File: src/rtl/utrq_ram.sv
// Generic single-port-write, single-read synchronous RAM with registered read.
module utrq_ram #(
    parameter int WIDTH = 8,
    parameter int DEPTH = 16
) (
    input  logic                     clk,
    input  logic                     we,
    input  logic [$clog2(DEPTH)-1:0] waddr,
    input  logic [WIDTH-1:0]         wdata,
    input  logic [$clog2(DEPTH)-1:0] raddr,
    output logic [WIDTH-1:0]         rdata
);
    logic [WIDTH-1:0] mem [DEPTH];

    always_ff @(posedge clk)
    begin
        if (we)
        begin
            mem[waddr] <= wdata;
        end
        rdata <= mem[raddr];
    end
endmodule
File: config.mk
export PLATFORM = sky130hd
export DESIGN_NAME = utrq_ram
export DESIGN_NICKNAME = d
export VERILOG_FILES = /design/src/rtl/utrq_ram.sv
export SDC_FILE = /design/constraint.sdc
export NUM_CORES = 1
export LEC_CHECK = 0
export ABC_AREA = 1
export CORE_MARGIN = 2
export CORE_UTILIZATION = 30
export DETAILED_ROUTE_END_ITERATION = 7
export DONT_BUFFER_PORTS = 1
export SLEW_MARGIN = 20
export SYNTH_ARGS = -nofsm -noshare
export SYNTH_HDL_FRONTEND = slang
export SYNTH_SLANG_ARGS = --single-unit
export TNS_END_PERCENT = 10
File: constraint.sdc
create_clock -name clk -period 1.5 [get_ports clk]
set_input_delay 0.225 -clock clk [delete_from_list [all_inputs] [get_ports clk]]
set_output_delay 0.225 -clock clk [all_outputs]
set_load 0.01 [all_outputs]
* After elaboration in Yosys (flattened, before gate mapping) *
Memories as Yosys holds them, arrays and structs flattened. A register that Yosys moved wholly into a read port is not among the register bits.
Cells that the tools add are included.

cells by class
  add/sub/neg operators = 0
  multiply operators = 0
  div/mod/pow operators = 0
  $lt $le $gt $ge = 0
  equality and inequality tests = 0
  shifts and indexed selects = 0
  mux-type cells = 2
  bitwise gates (word level) = 0
  reductions and logical operators = 0

operators by type and width
  cell               number
  two-way mux 1 bit  2

storage, ports and cells
  register bits = 0
  latch bits = 0
  RAM bits = 128
  ROM bits = 0
  input bits = 18
  logic and storage cells = 3
  memories = 1

memories
  name  depth  bits a word  read ports  clocked after memory_dff  write ports  line  text
  mem   16     8            1           1                         1            13    logic [WIDTH-1:0] mem [DEPTH];

* Depth between registers and ports, before layout *
Gate-level depths: netlist of the first run.

  depth after elaboration = 2
  depth in mapped cells = 8
  gate-level depth less buffers = 7

* Worst setup path before layout of the first run *
Ideal clock, no wire load.

  kind = input to register
  from = input port waddr[2]
  to = memory mem[10][0] (enable)
  data arrival time = 806 ps
  required time = 1130 ps
  setup slack = 324 ps
  stages on the path = 2
  cells stage by stage = nand3b_1 nor2_1

RTL lines
  what         line  text
  from (decl)  8     input logic [$clog2(DEPTH)-1:0] waddr,
  to (decl)    13

No word-level cell before the write port.

* Final worst setup path of the first run *
  from = input port wdata[6]
  to = memory mem[9][6], data pin

RTL lines
  what         line  text
  from (decl)  9     input logic [WIDTH-1:0] wdata,

No word-level cell before the write port.

==> results of run 1 <==
[through the flow]
step	setup slack, ns	utilization
6_report	0.337	0.361
5_1_grt	0.279	0.361
4_1_cts	0.0804	0.361
3_3_place_gp	0.288	0.323
2_1_floorplan	0.324	-
3_5_place_dp	0.266	0.323
[worst max-delay path by stage]
stage                     slack, ns                    to                 from
after floorplan                0.32  mem[10][0]$_DFFE_PP_             waddr[2]
after CTS                      0.08      rdata[5]$_DFF_P_  mem[9][5]$_DFFE_PP_
after global routing           0.28   mem[9][3]$_DFFE_PP_             wdata[3]
final                          0.34   mem[9][6]$_DFFE_PP_             wdata[6]
after detailed placement       0.27      rdata[1]$_DFF_P_             raddr[0]
after global placement         0.29      rdata[1]$_DFF_P_             raddr[0]
[final cells by class]
type / instances / area (sq um)
sequential: 136 / 4000
inverter: 102 / 383
fill: 1850 / 12000
multi-input combinational: 289 / 1210
tap: 234 / 293
clock inverter: 10 / 151
clock buffer: 22 / 444
timing repair buffer: 30 / 275
antenna: 2 / 5.00
[worst min-delay path: stages]
cell and delay [ns]:
nand3_1 0.06, nand3_1 0.07, nand2_1 0.05
[registers in the layout (all words and copies together), names as in the netlist]
register / cells
mem: 128
rdata: 8
[logic make-up after synthesis]
logic type	Yosys count	share of synthesized area
buffers and inverters	126	0.0952
flip-flops	136	0.694
AND/OR/NAND/NOR	289	0.210
[timing repair]
action / 4_1_cts / 5_1_grt
endpoints found under the hold margin: 136 / 0
hold buffers: 11 / 0
setup endpoints to repair: 0 / 1
[layer usage]
layer / vias up / part of all wire
met5: - / 0
met4: 0 / 0.027
met3: 24 / 0.052
met2: 117 / 0.46
met1: 1768 / 0.46
li1: 1826 / -
[power by group]
part | internal (mW) | switching, mW
clock network | 2.76 | 1.48
registers | 4.25 | 0.0453
logic | 0.141 | 0.288
[cells in the final DEF, fill, tap and decap left out, drive strengths merged, types with 4 or more instances in the layout]
master and count:
nand2 173, edfxtp 128, nor2 17, buf 20
nand3 97, clkinv 5, bufinv 4, inv 102
dlygate4sd3 10, dfxtp 8, clkbuf 22
==> impl_metrics.tcl, run 1 <==
set metrics [dict create \
    ctsRootBufferMaster "clkbuf_16" \
    synth-seq-cells 136 \
    stdcell_area_sq_mm 0.00677 \
    grt_most_used_layer "met2" \
    min_to "rdata[0]$_DFF_P_" \
    worst_r2r_path_depth 6 \
    grt_util_all_layers 0.139 \
    synth_area_sq_mm 0.00577 \
    grt_pass1_vias 3626 \
    die_x_um 143 \
    finalHoldWorstSlack_ns 0.0190 \
    grt_use_met2 0.215 \
    ys_top_cells_by_count "173 x nand2_1, 128 x edfxtp_1, 100 x inv_1" \
    worstPathCellList "dlygate4sd3_1" \
    ctsHtreeMaxLevel 4 \
    dieArea_sq_mm 0.0203 \
    synth_fp_nets 569 \
    p_leak_nw 2.86 \
    firstDrtPassIters 5 \
    cts_made_buffers 17 \
    slew_headroom 0.482 \
    worst_slew_pin_slew_ns 0.774 \
    ios 26 \
    dpl_cell_area_sq_mm 0.00607 \
    fp.dieH_um 143 \
    rr_endpoint "rdata[3]$_DFF_P_" \
    total_power_mw 8.97 \
    layout.cells.non_filler 825 \
    post_drt_wl_per_cell_um 15.9 \
    max_cap_violations 0 \
    postSynthAreaPerCell_sq_um 10.5 \
    cts.reportedPaths.clkPinSlew_ns 0.05 \
    clockBufferDepth 2 \
    clock-sinks 136 \
    grt_pass1_wl_um 20300 \
    insertion_delay_ns 0.42 \
    ant_nets 0 \
    synth_top_area_frac 0.667 \
    cp_slowest_cell "dlygate4sd3_1" \
    synth_ff_type "edfxtp_1" \
    synth_top_area_cell "edfxtp_1" \
    timing.rr.start "mem[0][3]$_DFFE_PP_" \
    grt-ovfl-total 0 \
    ir_worst_vdd_mv 0.740 \
    dp_hpwl_um 7580 \
    hold_viol_final 0 \
    cts_tree "yes" \
    grt_start_max_net_pins 66 \
    max_freq_mhz 860 \
    gp_congestion 0.792 \
    rsz0062_at_grt "no" \
    cpPeakStageDelay_ns 1.04 \
    fin_crit_ns 1.16 \
    drv_slew 0 \
    finalClockSkew_ns 0.00831 \
    ys_types 12 \
    wl_um 13100 \
    cp_num_cells 1 \
    async_reset_ff_frac 0 \
    drt_first_iter_violations 300 \
    yosys.cell_count.top_type "nand2_1" \
    min_path_type "in2reg" \
    use_met1 0.182 \
    worst-r2r-setup-slack_ns 0.44 \
    finalSetupViolCount 0 \
    crit_fanout 16 \
    min_from "raddr[2]" \
    cp.required_ns 1.61 \
    ctsResizeCount 0 \
    worst-path-buf-inv 1 \
    dpl.cell_count 781 \
    vias 3735 \
    met3_usage 0.0345 \
    layout-drive-gt1-share 0.0815 \
    numPortBuffers 0 \
    crit_type "in2reg" \
    path_delay_family "buffers and inverters" \
    start_util 0.307 \
    synthCells 551 \
    synth_edf_count 128 \
    p_per_area_mw_per_mm2 1320 \
    via_per_inst 4.53 \
    setup_tns_ns 0 \
    status "complete, no violations" \
    fin_nets 594 \
    core_sq_mm 0.0188 \
    ys.warnings.count 0 \
    worstSetupEndpointType "register" \
    min_path_cells 3 \
    ys_top_cells_by_area "edfxtp_1 67%, nand2_1 11%, nand3_1 8.4%" \
    ys_seq_area_frac 0.694 \
    post_cts_buffers 0 \
    finalCritPeriodShare 0.775 \
    core.rowCount 50 \
    areaGrowthSynthToFinish_pct 17.4 \
    antenna_found_initial 2 \
    cp.arrival_ns 1.27 \
    drc 0 \
    crit_path_start_kind "input port" \
]
No activity file was read; power rests on OpenSTA's default activity.
==> run 2, diff against run 1 <==
==> constraint.sdc (replaced) <==
create_clock -name clk -period 1 [get_ports clk]
set_input_delay 0.15 -clock clk [delete_from_list [all_inputs] [get_ports clk]]
set_output_delay 0.15 -clock clk [all_outputs]
set_load 0.01 [all_outputs]
==> run 2 against run 1 <==
Against the previous run:
- the run now ends with negative hold slack left
- count of clock-buffer cells in the layout is 1 lower
- worst hold slack worse by 0.19 ns
- cell count fell by 0.12%
- via count down 0.35%
- combinational power grew 47%
- total power grew 49%
- critical endpoint is now mem[13][2]$_DFFE_PP_
==> impl_metrics.tcl, run 2 (synthesis gave the netlist of run 1 again) <==
set metrics [dict create \
    finalCritPeriodShare 0.991 \
    crit_path_start_kind "input port" \
    clkPwrFrac 0.470 \
    power.share.switching 0.197 \
    drv_slew 0 \
    cp_slowest_cell "dlygate4sd3_1" \
    worstSetupEndpointType "register" \
    multiInputGateArea_sq_mm 0.00133 \
    worst-path-buf-inv 1 \
    setup_tns_ns 0 \
    grt-ovfl-total 0 \
    areaGrowthSynthToFinish_pct 19.7 \
    cts.reportedPaths.clkPinSlew_ns 0.06 \
    cts_tree "yes" \
    fp.dieH_um 143 \
    grt_pass1_vias 3763 \
    top_layer_used "met4" \
    die_x_um 143 \
    cp.required_ns 1.12 \
    dr_wl_met3_um 787 \
    top_regs "mem: 128 flops, rdata: 8 flops" \
    regMostFlops "mem" \
    post_drt_wl_per_cell_um 16.4 \
    total_power_mw 13.4 \
    finalClockSkew_ns 0.00774 \
    mostFrequentLayoutCell "nand2_1" \
    fill_cells 1861 \
    place_ws_ns -0.0482 \
    rr_endpoint "rdata[4]$_DFF_P_" \
    worst_slew_pin_slew_ns 0.658 \
    min_path_cells 0 \
    worstPathCellList "dlygate4sd3_1" \
    seq_area_sq_mm 0.00401 \
    finalSetupViolCount 0 \
    final_core_util 0.368 \
    via_per_inst 4.52 \
    wirelength_met1_um 5810 \
    numPortBuffers 0 \
    ctsHtreeMaxLevel 4 \
    ant_nets 0 \
    ios 26 \
    worst_r2r_path_depth 6 \
    power.net_switching_mw 2.63 \
    dieArea_sq_mm 0.0203 \
    min_path_type "in2reg" \
    timing.rr.start "mem[5][4]$_DFFE_PP_" \
    p_leak_nw 2.93 \
    min_from "wdata[0]" \
    rsz0062_at_grt "yes" \
    cts_made_buffers 17 \
    finalHoldWorstSlack_ns -0.174 \
    drt_first_iter_violations 190 \
    wl_met2_um 6590 \
    fin_ws_ns 0.00918 \
    crit_fanout 16 \
    final_cell_mix "171 x nand2_1, 128 x edfxtp_1, 100 x inv_1, 75 x nand3_1" \
    wl_um 13500 \
    vias 3722 \
    crit_type "in2reg" \
    clockBufferDepth 2 \
    core_sq_mm 0.0188 \
    core.rowCount 50 \
    path_delay_family "buffers and inverters" \
    combPwrFrac 0.047 \
    firstDrtPassIters 5 \
    ctsRootBufferMaster "clkbuf_16" \
    worst-r2r-setup-slack_ns 0.03 \
    insertion_delay_ns 0.42 \
    min_to "mem[1][0]$_DFFE_PP_" \
    layout-drive-gt1-share 0.136 \
    slew_headroom 0.560 \
    status "complete, but fails checks" \
    cp.arrival_ns 1.11 \
    cpPeakStageDelay_ns 0.96 \
    failed_checks "negative hold slack" \
    p_per_area_mw_per_mm2 1940 \
    fin_nets 595 \
    max_cap_violations 0 \
    stdcell_area_sq_mm 0.00690 \
    grt_start_max_net_pins 66 \
    largest_register_ffs 128 \
    cellInternalPower_mw 10.7 \
    fin_crit_ns 0.991 \
    gp_congestion 0.785 \
    dpl_cell_area_sq_mm 0.00614 \
    hold_viol_final 112 \
    max_freq_mhz 1010 \
    clock-sinks 136 \
    post_cts_buffers 0 \
    dp_hpwl_um 8350 \
    grt_pass1_wl_um 21100 \
    start_util 0.307 \
    ir_worst_vdd_mv 1.19 \
    antenna_found_initial 0 \
    seq_power_share 0.482 \
    drc 0 \
    insertedDiodeCount 0 \
    grt_util_all_layers 0.144 \
]
run 2: changes by cell type in the layout (fill, tap and decap cells not counted), sizes merged:
cell          before  now
clkinv             5    6
buf               20   26
dlymetal6s4s       0    1
clkbuf            22   21
diode              2    0
dlygate4sd3       10    4
run 2: cell type report:
type                            count  area share
Sequential cell                   136       0.580
Multi-Input combinational cell    289       0.192
Clock buffer                       21      0.0638
Inverter                          102      0.0555
Timing Repair Buffer               31      0.0431
Tap cell                          234      0.0424
Clock inverter                     11      0.0223
run 2: power groups by stage:
stage,clock (mW),combinational [mW],sequential [mW]
2_1_floorplan,0,0.450,6.54
3_3_place_gp,0,0.545,6.57
3_5_place_dp,0,0.548,6.57
4_1_cts,6.39,0.594,6.46
5_1_grt,6.66,0.708,6.46
6_report,6.29,0.631,6.45
run 2: per-stage QoR:
| step | hold slack [ns] | cells |
|---|---|---|
| after detailed placement | 0.250 | 787 |
| after CTS | -0.187 | 823 |
| after floorplan | 0.249 | 551 |
| final | -0.174 | 824 |
| after global placement | 0.250 | 787 |
| after global routing | -0.197 | 824 |
run 2: what timing repair did:
item | 4_1_cts | 5_1_grt
pin swaps | 0 | 3
hold buffers | 4 | 1
hold endpoints to repair | 136 | 114
endpoints found under the setup margin | 4 | 10
gates resized for setup | 4 | 24
run 2: routing by layer:
| layer | up-vias | global-route usage |
|---|---|---|
| met5 | - | 0 |
| met4 | 0 | 0.0589 |
| met3 | 20 | 0.0423 |
| met2 | 119 | 0.231 |
| met1 | 1760 | 0.182 |
| li1 | 1823 | - |
run 2: how the worst max path moves through the flow:
| stage | startpoint | to | cells after the start |
|---|---|---|---|
| finish | wdata[2] | mem[13][2]$_DFFE_PP_ | 1 |
| global route | mem[9][4]$_DFFE_PP_ | rdata[4]$_DFF_P_ | 6 |
| CTS | rdata[6]$_DFF_P_ | rdata[6] | 0 |
| detailed placement | raddr[0] | rdata[6]$_DFF_P_ | 7 |
| global placement | waddr[3] | mem[4][1]$_DFFE_PP_ | 3 |
| floorplan | waddr[3] | mem[4][0]$_DFFE_PP_ | 2 |
